### config.mk
export PLATFORM = sky130hd
export DESIGN_NAME = ipv4_longest_prefix_router_flat
export DESIGN_NICKNAME = d
export VERILOG_FILES = /design/src/hdl/lpr_pkg.sv /design/src/hdl/lpr_req_if.sv /design/src/hdl/lpr_res_if.sv /design/src/hdl/ipv4_longest_prefix_router.sv /design/src/hdl/lpr_cell.sv /design/src/flat_wrapper.sv
export SDC_FILE = /design/constraint.sdc
export NUM_CORES = 2
export LEC_CHECK = 0
export BUFFER_PORTS_ARGS = -buffer_cell sky130_fd_sc_hd__buf_2
export CORE_MARGIN = 2
export CORE_UTILIZATION = 58
export CTS_BUF_LIST = sky130_fd_sc_hd__clkbuf_2
export DETAILED_ROUTE_END_ITERATION = 7
export PLACE_DENSITY_LB_ADDON = 0.2
export SYNTH_ARGS = -nofsm -noshare
export SYNTH_HDL_FRONTEND = slang
export SYNTH_SLANG_ARGS = --single-unit
### constraint.sdc
create_clock -name clk -period 10.1 [get_ports clk]
set_input_delay 1.01 -clock clk [delete_from_list [all_inputs] [get_ports clk]]
set_output_delay 1.01 -clock clk [all_outputs]
set_load 0.02 [all_outputs]
### src/hdl/lpr_pkg.sv
// Shared types, constants and helpers for the longest-prefix route engine.
package lpr_pkg;

    localparam int TABLE_DEPTH = 16;
    localparam int PORT_COUNT  = 16;

    localparam int ADDR_W  = 32;
    localparam int LEN_W   = 6;
    localparam int PORT_W  = 4;
    localparam int TTL_W   = 8;
    localparam int STAT_W  = 3;
    localparam int CNT_W   = $clog2(TABLE_DEPTH + 1);

    localparam int MAX_LEN = 32;

    // Request kinds.
    localparam logic REQ_ADD     = 1'b0;
    localparam logic REQ_FORWARD = 1'b1;

    // Result status codes.
    localparam logic [STAT_W-1:0] ST_ADDED       = 3'd0;
    localparam logic [STAT_W-1:0] ST_TABLE_FULL  = 3'd1;
    localparam logic [STAT_W-1:0] ST_FORWARDED   = 3'd2;
    localparam logic [STAT_W-1:0] ST_NO_ROUTE    = 3'd3;
    localparam logic [STAT_W-1:0] ST_TTL_EXPIRED = 3'd4;

    // One stored route.
    typedef struct packed {
        logic [ADDR_W-1:0] prefix;
        logic [LEN_W-1:0]  len;
        logic              direct;
        logic [ADDR_W-1:0] hop;
        logic [PORT_W-1:0] port;
    } route_t;

    // Lookup item walking the cell chain, carrying the best match so far.
    typedef struct packed {
        logic              valid;
        logic [ADDR_W-1:0] dest;
        logic [TTL_W-1:0]  ttl;
        logic              found;
        logic [LEN_W-1:0]  best_len;
        logic              best_direct;
        logic [ADDR_W-1:0] best_hop;
        logic [PORT_W-1:0] best_port;
    } probe_t;

    // One result item.
    typedef struct packed {
        logic [STAT_W-1:0] status;
        logic [PORT_W-1:0] port;
        logic [ADDR_W-1:0] hop;
        logic [TTL_W-1:0]  ttl;
    } result_t;

    // Folds an output port number into the range of existing ports.
    function automatic logic [PORT_W-1:0] port_wrap(input logic [PORT_W-1:0] p);
        logic [PORT_W-1:0] r;
        r = '0;
        for (int i = 0; i < (1 << PORT_W); i++)
        begin
            if (p == PORT_W'(i))
            begin
                r = PORT_W'(i % PORT_COUNT);
            end
        end
        return r;
    endfunction

endpackage

### src/hdl/lpr_req_if.sv
// Request channel: add-route and forward items with valid/ready handshake.
interface lpr_req_if;
    logic                            valid;
    logic                            ready;
    logic                            req_type;
    logic [lpr_pkg::ADDR_W-1:0]      add_prefix;
    logic [lpr_pkg::LEN_W-1:0]       prefix_len;
    logic                            has_next_hop;
    logic [lpr_pkg::ADDR_W-1:0]      next_hop_addr;
    logic [lpr_pkg::PORT_W-1:0]      out_port;
    logic [lpr_pkg::ADDR_W-1:0]      dest_addr;
    logic [lpr_pkg::TTL_W-1:0]       ttl_in;

    modport source (
        output valid, req_type, add_prefix, prefix_len, has_next_hop,
               next_hop_addr, out_port, dest_addr, ttl_in,
        input  ready
    );
    modport sink (
        input  valid, req_type, add_prefix, prefix_len, has_next_hop,
               next_hop_addr, out_port, dest_addr, ttl_in,
        output ready
    );
endinterface

### src/hdl/lpr_res_if.sv
// Result channel: status, port, hop address and TTL with valid/ready handshake.
interface lpr_res_if;
    logic                            valid;
    logic                            ready;
    logic [lpr_pkg::STAT_W-1:0]      status;
    logic [lpr_pkg::PORT_W-1:0]      port_out;
    logic [lpr_pkg::ADDR_W-1:0]      hop_addr;
    logic [lpr_pkg::TTL_W-1:0]       ttl_out;

    modport source (
        output valid, status, port_out, hop_addr, ttl_out,
        input  ready
    );
    modport sink (
        input  valid, status, port_out, hop_addr, ttl_out,
        output ready
    );
endinterface

### src/hdl/ipv4_longest_prefix_router.sv
// Forward lookup: the lookup walks the cell registers in order, one cell a cycle, then goes
// through the pending and output registers. Add route: the status goes through the pending and
// output registers; the route is written straight into its cell. One item is in work at a time;
// the next item is accepted once the result reaches the output register.
// A finished result may wait in the output register while the next item is being worked on.
// Reset (rst_n, asynchronous, active low) empties the table and clears all handshake state.
module ipv4_longest_prefix_router (
    input  logic        clk,
    input  logic        rst_n,
    lpr_req_if.sink     req,
    lpr_res_if.source   res
);

    localparam int DEPTH = lpr_pkg::TABLE_DEPTH;

    logic [lpr_pkg::CNT_W-1:0] entry_count_reg, entry_count_next;
    logic                      busy_reg, busy_next;
    logic                      pend_valid_reg, pend_valid_next;
    lpr_pkg::result_t          pend_res_reg, pend_res_next;
    logic                      out_valid_reg, out_valid_next;
    lpr_pkg::result_t          out_res_reg, out_res_next;

    logic            accept;
    logic            is_add;
    logic            full;
    logic            move;
    lpr_pkg::route_t wr_route;
    lpr_pkg::probe_t inject;
    lpr_pkg::probe_t probe [DEPTH];
    lpr_pkg::probe_t last;
    logic [DEPTH-1:0] wr_en;
    logic [DEPTH-1:0] occupied;
    logic [DEPTH-1:0] probe_valid;

    assign req.ready = !busy_reg;
    assign accept    = req.valid && req.ready;
    assign is_add    = (req.req_type == lpr_pkg::REQ_ADD);
    assign full      = (entry_count_reg == lpr_pkg::CNT_W'(DEPTH));

    always_comb
    begin
        wr_route.prefix = req.add_prefix;
        wr_route.len    = req.prefix_len;
        wr_route.direct = !req.has_next_hop;
        wr_route.hop    = req.next_hop_addr;
        wr_route.port   = lpr_pkg::port_wrap(req.out_port);

        inject             = '0;
        inject.valid       = accept && (req.req_type == lpr_pkg::REQ_FORWARD);
        inject.dest        = req.dest_addr;
        inject.ttl         = req.ttl_in;
    end

    for (genvar i = 0; i < DEPTH; i++)
    begin : g_cell
        assign wr_en[i]       = accept && is_add && !full &&
                                (entry_count_reg == lpr_pkg::CNT_W'(i));
        assign occupied[i]    = (lpr_pkg::CNT_W'(i) < entry_count_reg);
        assign probe_valid[i] = probe[i].valid;

        if (i == 0)
        begin : g_head
            lpr_cell u_cell (
                .clk       (clk),
                .rst_n     (rst_n),
                .wr_en     (wr_en[i]),
                .wr_route  (wr_route),
                .occupied  (occupied[i]),
                .probe_in  (inject),
                .probe_out (probe[i])
            );
        end
        else
        begin : g_body
            lpr_cell u_cell (
                .clk       (clk),
                .rst_n     (rst_n),
                .wr_en     (wr_en[i]),
                .wr_route  (wr_route),
                .occupied  (occupied[i]),
                .probe_in  (probe[i-1]),
                .probe_out (probe[i])
            );
        end
    end

    assign last = probe[DEPTH-1];
    assign move = pend_valid_reg && (!out_valid_reg || res.ready);

    always_comb
    begin
        entry_count_next = entry_count_reg;
        busy_next        = busy_reg;
        pend_valid_next  = pend_valid_reg;
        pend_res_next    = pend_res_reg;
        out_valid_next   = out_valid_reg;
        out_res_next     = out_res_reg;

        if (accept && is_add && !full)
        begin
            entry_count_next = entry_count_reg + lpr_pkg::CNT_W'(1);
        end

        if (move)
        begin
            pend_valid_next = 1'b0;
        end

        if (accept && is_add)
        begin
            pend_valid_next      = 1'b1;
            pend_res_next        = '0;
            pend_res_next.status = full ? lpr_pkg::ST_TABLE_FULL : lpr_pkg::ST_ADDED;
        end
        else if (last.valid)
        begin
            pend_valid_next = 1'b1;
            pend_res_next   = '0;
            // A missing route outranks an expired TTL.
            priority if (!last.found)
            begin
                pend_res_next.status = lpr_pkg::ST_NO_ROUTE;
            end
            else if (last.ttl[lpr_pkg::TTL_W-1:1] == '0)
            begin
                pend_res_next.status = lpr_pkg::ST_TTL_EXPIRED;
            end
            else
            begin
                pend_res_next.status = lpr_pkg::ST_FORWARDED;
                pend_res_next.port   = last.best_port;
                pend_res_next.hop    = last.best_direct ? last.dest : last.best_hop;
                pend_res_next.ttl    = last.ttl - lpr_pkg::TTL_W'(1);
            end
        end

        if (move)
        begin
            out_valid_next = 1'b1;
            out_res_next   = pend_res_reg;
        end
        else if (res.ready)
        begin
            out_valid_next = 1'b0;
        end

        if (accept)
        begin
            busy_next = 1'b1;
        end
        else if (move)
        begin
            busy_next = 1'b0;
        end
    end

    always_ff @(posedge clk or negedge rst_n)
    begin
        if (!rst_n)
        begin
            entry_count_reg <= '0;
            busy_reg        <= 1'b0;
            pend_valid_reg  <= 1'b0;
            pend_res_reg    <= '0;
            out_valid_reg   <= 1'b0;
            out_res_reg     <= '0;
        end
        else
        begin
            entry_count_reg <= entry_count_next;
            busy_reg        <= busy_next;
            pend_valid_reg  <= pend_valid_next;
            pend_res_reg    <= pend_res_next;
            out_valid_reg   <= out_valid_next;
            out_res_reg     <= out_res_next;
        end
    end

    assign res.valid    = out_valid_reg;
    assign res.status   = out_res_reg.status;
    assign res.port_out = out_res_reg.port;
    assign res.hop_addr = out_res_reg.hop;
    assign res.ttl_out  = out_res_reg.ttl;

    a_count_bound: assert property (@(posedge clk) disable iff (!rst_n)
        entry_count_reg <= lpr_pkg::CNT_W'(DEPTH))
        else $error("route count beyond table depth");

    a_single_probe: assert property (@(posedge clk) disable iff (!rst_n)
        $onehot0(probe_valid))
        else $error("more than one lookup in the cell chain");

    a_idle_when_ready: assert property (@(posedge clk) disable iff (!rst_n)
        req.ready |-> (probe_valid == '0) && !pend_valid_reg)
        else $error("ready raised while an item is still in work");

    a_probe_enters: assert property (@(posedge clk) disable iff (!rst_n)
        (accept && (req.req_type == lpr_pkg::REQ_FORWARD)) |=> probe_valid[0])
        else $error("accepted lookup did not enter the first cell");

    a_full_keeps_count: assert property (@(posedge clk) disable iff (!rst_n)
        (accept && is_add && full) |=> $stable(entry_count_reg))
        else $error("add into a full table changed the route count");

endmodule

### src/hdl/lpr_cell.sv
// One route cell: holds a route and updates the passing lookup's best match.
module lpr_cell (
    input  logic            clk,
    input  logic            rst_n,
    input  logic            wr_en,
    input  lpr_pkg::route_t wr_route,
    input  logic            occupied,
    input  lpr_pkg::probe_t probe_in,
    output lpr_pkg::probe_t probe_out
);

    lpr_pkg::route_t route_reg;
    lpr_pkg::probe_t probe_reg;
    lpr_pkg::probe_t probe_next;

    logic [lpr_pkg::ADDR_W-1:0] mask;
    logic                       hit;
    logic                       take;

    always_ff @(posedge clk)
    begin
        if (wr_en)
        begin
            route_reg <= wr_route;
        end
    end

    // The mask keeps the top len bits; a length above 32 never matches.
    always_comb
    begin
        mask = ~({lpr_pkg::ADDR_W{1'b1}} >> route_reg.len);
        hit  = occupied && (route_reg.len <= lpr_pkg::LEN_W'(lpr_pkg::MAX_LEN)) &&
               (((route_reg.prefix ^ probe_in.dest) & mask) == '0);
        // Later cells hold later routes, so an equal length replaces the best.
        take = hit && (!probe_in.found || (route_reg.len >= probe_in.best_len));

        probe_next = probe_in;
        if (take)
        begin
            probe_next.found       = 1'b1;
            probe_next.best_len    = route_reg.len;
            probe_next.best_direct = route_reg.direct;
            probe_next.best_hop    = route_reg.hop;
            probe_next.best_port   = route_reg.port;
        end
    end

    always_ff @(posedge clk or negedge rst_n)
    begin
        if (!rst_n)
        begin
            probe_reg <= '0;
        end
        else
        begin
            probe_reg <= probe_next;
        end
    end

    assign probe_out = probe_reg;

endmodule

### src/flat_wrapper.sv
// flat-port wrapper written by rule: the top's interface ports become plain ports
module ipv4_longest_prefix_router_flat 
  (clk, rst_n, req_valid, req_req_type, req_add_prefix, req_prefix_len, req_has_next_hop, req_next_hop_addr, req_out_port, req_dest_addr, req_ttl_in, req_ready, res_valid, res_status, res_port_out, res_hop_addr, res_ttl_out, res_ready);
  lpr_req_if req_i ();
  lpr_res_if res_i ();
  input  logic clk;
  input  logic rst_n;
  input wire logic [$bits(req_i.valid)-1:0] req_valid;
  input wire logic [$bits(req_i.req_type)-1:0] req_req_type;
  input wire logic [$bits(req_i.add_prefix)-1:0] req_add_prefix;
  input wire logic [$bits(req_i.prefix_len)-1:0] req_prefix_len;
  input wire logic [$bits(req_i.has_next_hop)-1:0] req_has_next_hop;
  input wire logic [$bits(req_i.next_hop_addr)-1:0] req_next_hop_addr;
  input wire logic [$bits(req_i.out_port)-1:0] req_out_port;
  input wire logic [$bits(req_i.dest_addr)-1:0] req_dest_addr;
  input wire logic [$bits(req_i.ttl_in)-1:0] req_ttl_in;
  output wire logic [$bits(req_i.ready)-1:0] req_ready;
  output wire logic [$bits(res_i.valid)-1:0] res_valid;
  output wire logic [$bits(res_i.status)-1:0] res_status;
  output wire logic [$bits(res_i.port_out)-1:0] res_port_out;
  output wire logic [$bits(res_i.hop_addr)-1:0] res_hop_addr;
  output wire logic [$bits(res_i.ttl_out)-1:0] res_ttl_out;
  input wire logic [$bits(res_i.ready)-1:0] res_ready;
  assign req_i.valid = req_valid;
  assign req_i.req_type = req_req_type;
  assign req_i.add_prefix = req_add_prefix;
  assign req_i.prefix_len = req_prefix_len;
  assign req_i.has_next_hop = req_has_next_hop;
  assign req_i.next_hop_addr = req_next_hop_addr;
  assign req_i.out_port = req_out_port;
  assign req_i.dest_addr = req_dest_addr;
  assign req_i.ttl_in = req_ttl_in;
  assign req_ready = req_i.ready;
  assign res_valid = res_i.valid;
  assign res_status = res_i.status;
  assign res_port_out = res_i.port_out;
  assign res_hop_addr = res_i.hop_addr;
  assign res_ttl_out = res_i.ttl_out;
  assign res_i.ready = res_ready;
  ipv4_longest_prefix_router u_core (.clk(clk), .rst_n(rst_n), .req(req_i), .res(res_i));
endmodule
==> summary.txt <==
Global route
  – Initial antenna violation count: 29
  – First-pass GRT wire length: 359 mm
  – Vias in the first global route: 54100
  – Grt total ovfl: 0
  – Global Route Usage Sum: 0.295
  – Largest net degree at the start of global routing: about 160

Worst setup path
  – Worst EP required: approximately 12 ns
  – Crit end category: register
  – WP data arrival: 6.00 ns
  – Critical path fanouts, max: 44
  – Critical path origin: u_core.entry_count_reg[2]
  – Startpoint Class: register
  – Reg2reg start: u_core.entry_count_reg[2]
  – CP Class: register to register

Synthesis
  – Top cells by area, synth: dfrtp_1, edfxtp_1, mux2_2
  – Synthesized instance count: 5721
  – Netlist cell types: 84
  – Post-synthesis mux area share: 0.0846
  – Synth Area in Compound Gates: 0.0500
  – Mapped cell area: 95700 um2
  – Synth async-reset ratio: 0.548
  – Post-synth top area cell: dfrtp_1
  – Syn_area_per_cell: approximately 17 um2
  – Synthesis warning total: 0
  – Post-synth EDFFs: 1200
  – Main synth FF type: dfrtp_1
  – Sequential area share after synthesis: 0.757
  – Main combinational cell family by area after synthesis: multiplexers
  – Post-Synth Adder-Cell Area: 0.0142
  – Synth Register Bits: around 2700
  – Count leader, synth: dfrtp_1
  – Post-synth top area share: 0.381
  – Syn nets: a little under 6000
  – Xor and xnor area share after synthesis: 0.0477
  – Top cells by count, synth: dfrtp_1, edfxtp_1, mux2_2
  – Simple-gate share of the synthesized area: 0.0325

Drt
  – Via Count: 52500
  – DR vias/cell: between 5 and 6
  – Total iterations of the first detailed-routing run: 6
  – WL final: ~240 mm
  – DR WL/cell: 26.2 um
  – Starting DRC count in detailed routing: roughly 4900
  – Drt drc: 0
  – Final ANT Viol Nets: 0

STA
  – Fmax: ~220 MHz
  – Fin Hold WS: 0.334 ns
  – Actual slew at the worst max-slew pin: between 1 and 1.5 ns
  – RSZ-0062 raised after global routing: false
  – Setup Viol. Count Final: 0
  – Final Hold Fails: 0
  – Max Slew Vio Count: 0
  – Clock skew: around 0.16 ns
  – Slew headroom: 0.214
  – Final Cycle Share: 0.442
  – Final setup TNS: 0 ns
  – Minimum clock period: approximately 4.5 ns

Floorplan
  – Die width: between 400 and 500 um
  – I/O pin total: between 150 and 200
  – Die Span Y: 410 um
  – # rows: between 100 and 150
  – Die footprint: roughly 170000 um2
  – Core area: 164000 um2
  – Initial Util: 0.582

Clock tree
  – Clock slew at reported path FFs: about 0.11 ns
  – CTS buffer count: 645
  – Post-CTS sizing: 0
  – CTS Sinks: approximately 2700
  – Worst skew pair latency: ~1.8 ns
  – CTS tree: yes
  – Root Buffer: clkbuf_2
  – CTS max path bufs: 4
  – CTS H-tree depth: 6

Cells and area
  – Multi-input gate area: around 22000 um2
  – Layout area overhead: 12.1%
  – Design area: between 100000 and 150000 um2
  – Max reg flops: roughly 1300
  – # fillers: ~12000
  – Sequential cell area: approximately 72000 um2
  – Layout cell share with drive strength beyond 1: 0.279
  – Final net count: slightly below 7000

Placed design
  – GP Congestion: 0.912
  – Input/output buffers: about 170
  – Placed Instance Area: approximately 99000 um2
  – Hpwl dp: 154 mm

Hold path
  – HP Class: register to register
  – Worst Hold Launch: u_core.g_cell[12].g_body.u_cell.probe_out[44]

Job
  – Max-Cap Viols: 0

Run status
  – Result of the run: finished clean

Power
  – Power Dens Cells: approximately 180 nW/um2
  – VDD IR max: about 140 uV
  – Leak pwr: ~45 nW
[metrics by stage]
stage               setup slack [ns]  power (mW)   util  instances
finish                          5.64        19.8  0.653       9325
global placement                5.87        13.0  0.604       7942
CTS                             5.69        20.0  0.652       9314
global route                    5.51        20.7  0.652       9316
floorplan                     0.0393        12.4      -       5721
detailed placement              5.83        13.1  0.604       7942
[kinds of logic after synthesis]
| kind of cell | Yosys count |
|---|---|
| buffers and inverters | 338 |
| XOR/XNOR | 521 |
| AND/OR/NAND/NOR | 615 |
| AO/OA/AOI/OAI | 765 |
| multiplexers | 714 |
| flip-flops | 2656 |
| adder cells (fa/ha/maj) | 112 |
[power by group]
| group | internal (mW) | switching, mW | leakage [nW] |
|---|---|---|---|
| Combinational | 0.341 | 0.713 | 11.1 |
| Clock | 2.81 | 4.08 | 4.57 |
| Sequential | 11.6 | 0.271 | 29.5 |
[area by class of cell]
cell class,instances,share of cell area
clock inverters,135,0.00673
inverters,143,0.00500
diodes,11,0.000257
well taps,2189,0.0255
multi-input cells,2727,0.206
clock buffers,1015,0.0473
flip-flops and latches,2656,0.675
repair buffers,449,0.0336
[worst paths after layout]
kind	end	slack [ns]	depth (start not counted)
setup reg to reg	u_core.g_cell[6].g_body.u_cell.probe_out[37]	5.64	7
min in group asynchronous	u_core.g_cell[2].g_body.u_cell.probe_out[9]	0.58	4
hold / removal	u_core.g_cell[13].g_body.u_cell.probe_out[44]	0.33	0
hold reg to reg	u_core.g_cell[13].g_body.u_cell.probe_out[44]	0.33	0
max in group asynchronous	u_core.g_cell[3].g_body.u_cell.probe_out[62]	7.80	5
setup / recovery	u_core.g_cell[6].g_body.u_cell.probe_out[37]	5.64	7
[cells in the final DEF (no fill, tap or decap), types with 18 or more instances in the layout]
| master | instances |
|---|---|
| dfrtp_1 | 1455 |
| mux2i_1 | 59 |
| a211oi_1 | 24 |
| clkinv_1 | 102 |
| dlygate4sd3_1 | 221 |
| xor2_1 | 244 |
| maj3_1 | 18 |
| nand3_1 | 44 |
| edfxtp_1 | 1200 |
| a2111oi_0 | 21 |
| a21oi_1 | 211 |
| nand4_1 | 28 |
| and2_1 | 55 |
| o211ai_1 | 19 |
| mux2_4 | 36 |
| clkbuf_2 | 1015 |
| ha_1 | 94 |
| a31oi_1 | 32 |
| o21ai_0 | 221 |
| nor2_1 | 115 |
| o22ai_1 | 37 |
| a21o_1 | 32 |
| nand2b_1 | 37 |
| xnor2_1 | 277 |
| nand2_1 | 142 |
| nor4_1 | 30 |
| inv_1 | 143 |
| nor3_1 | 52 |
| mux2_2 | 619 |
| buf_4 | 54 |
| or3_1 | 22 |
| buf_2 | 167 |
[what timing repair did]
| action | in CTS | in global routing |
|---|---|---|
| hold endpoints to repair | 1904 | 0 |
| setup buffers | 0 | 0 |
| hold buffers | 222 | 0 |
[critical path, stage by stage (launching register included)]
cell,delay [ns]
dfrtp_1,0.82
nand2_1,0.48
o21a_1,0.32
a2111oi_0,0.52
or4b_1,0.48
or4_1,0.40
or4_4,0.77
mux2_4,0.43
[metal layers]
metal	GRT usage	wire, um	vias up	part of all wire
met5	0	50	-	0.00020
met4	0.117	7370	8	0.030
met3	0.0595	15900	407	0.065
met2	0.445	114000	2197	0.47
met1	0.428	107000	26800	0.44
li1	-	-	23000	-
(Power assumes the default switching activity.)
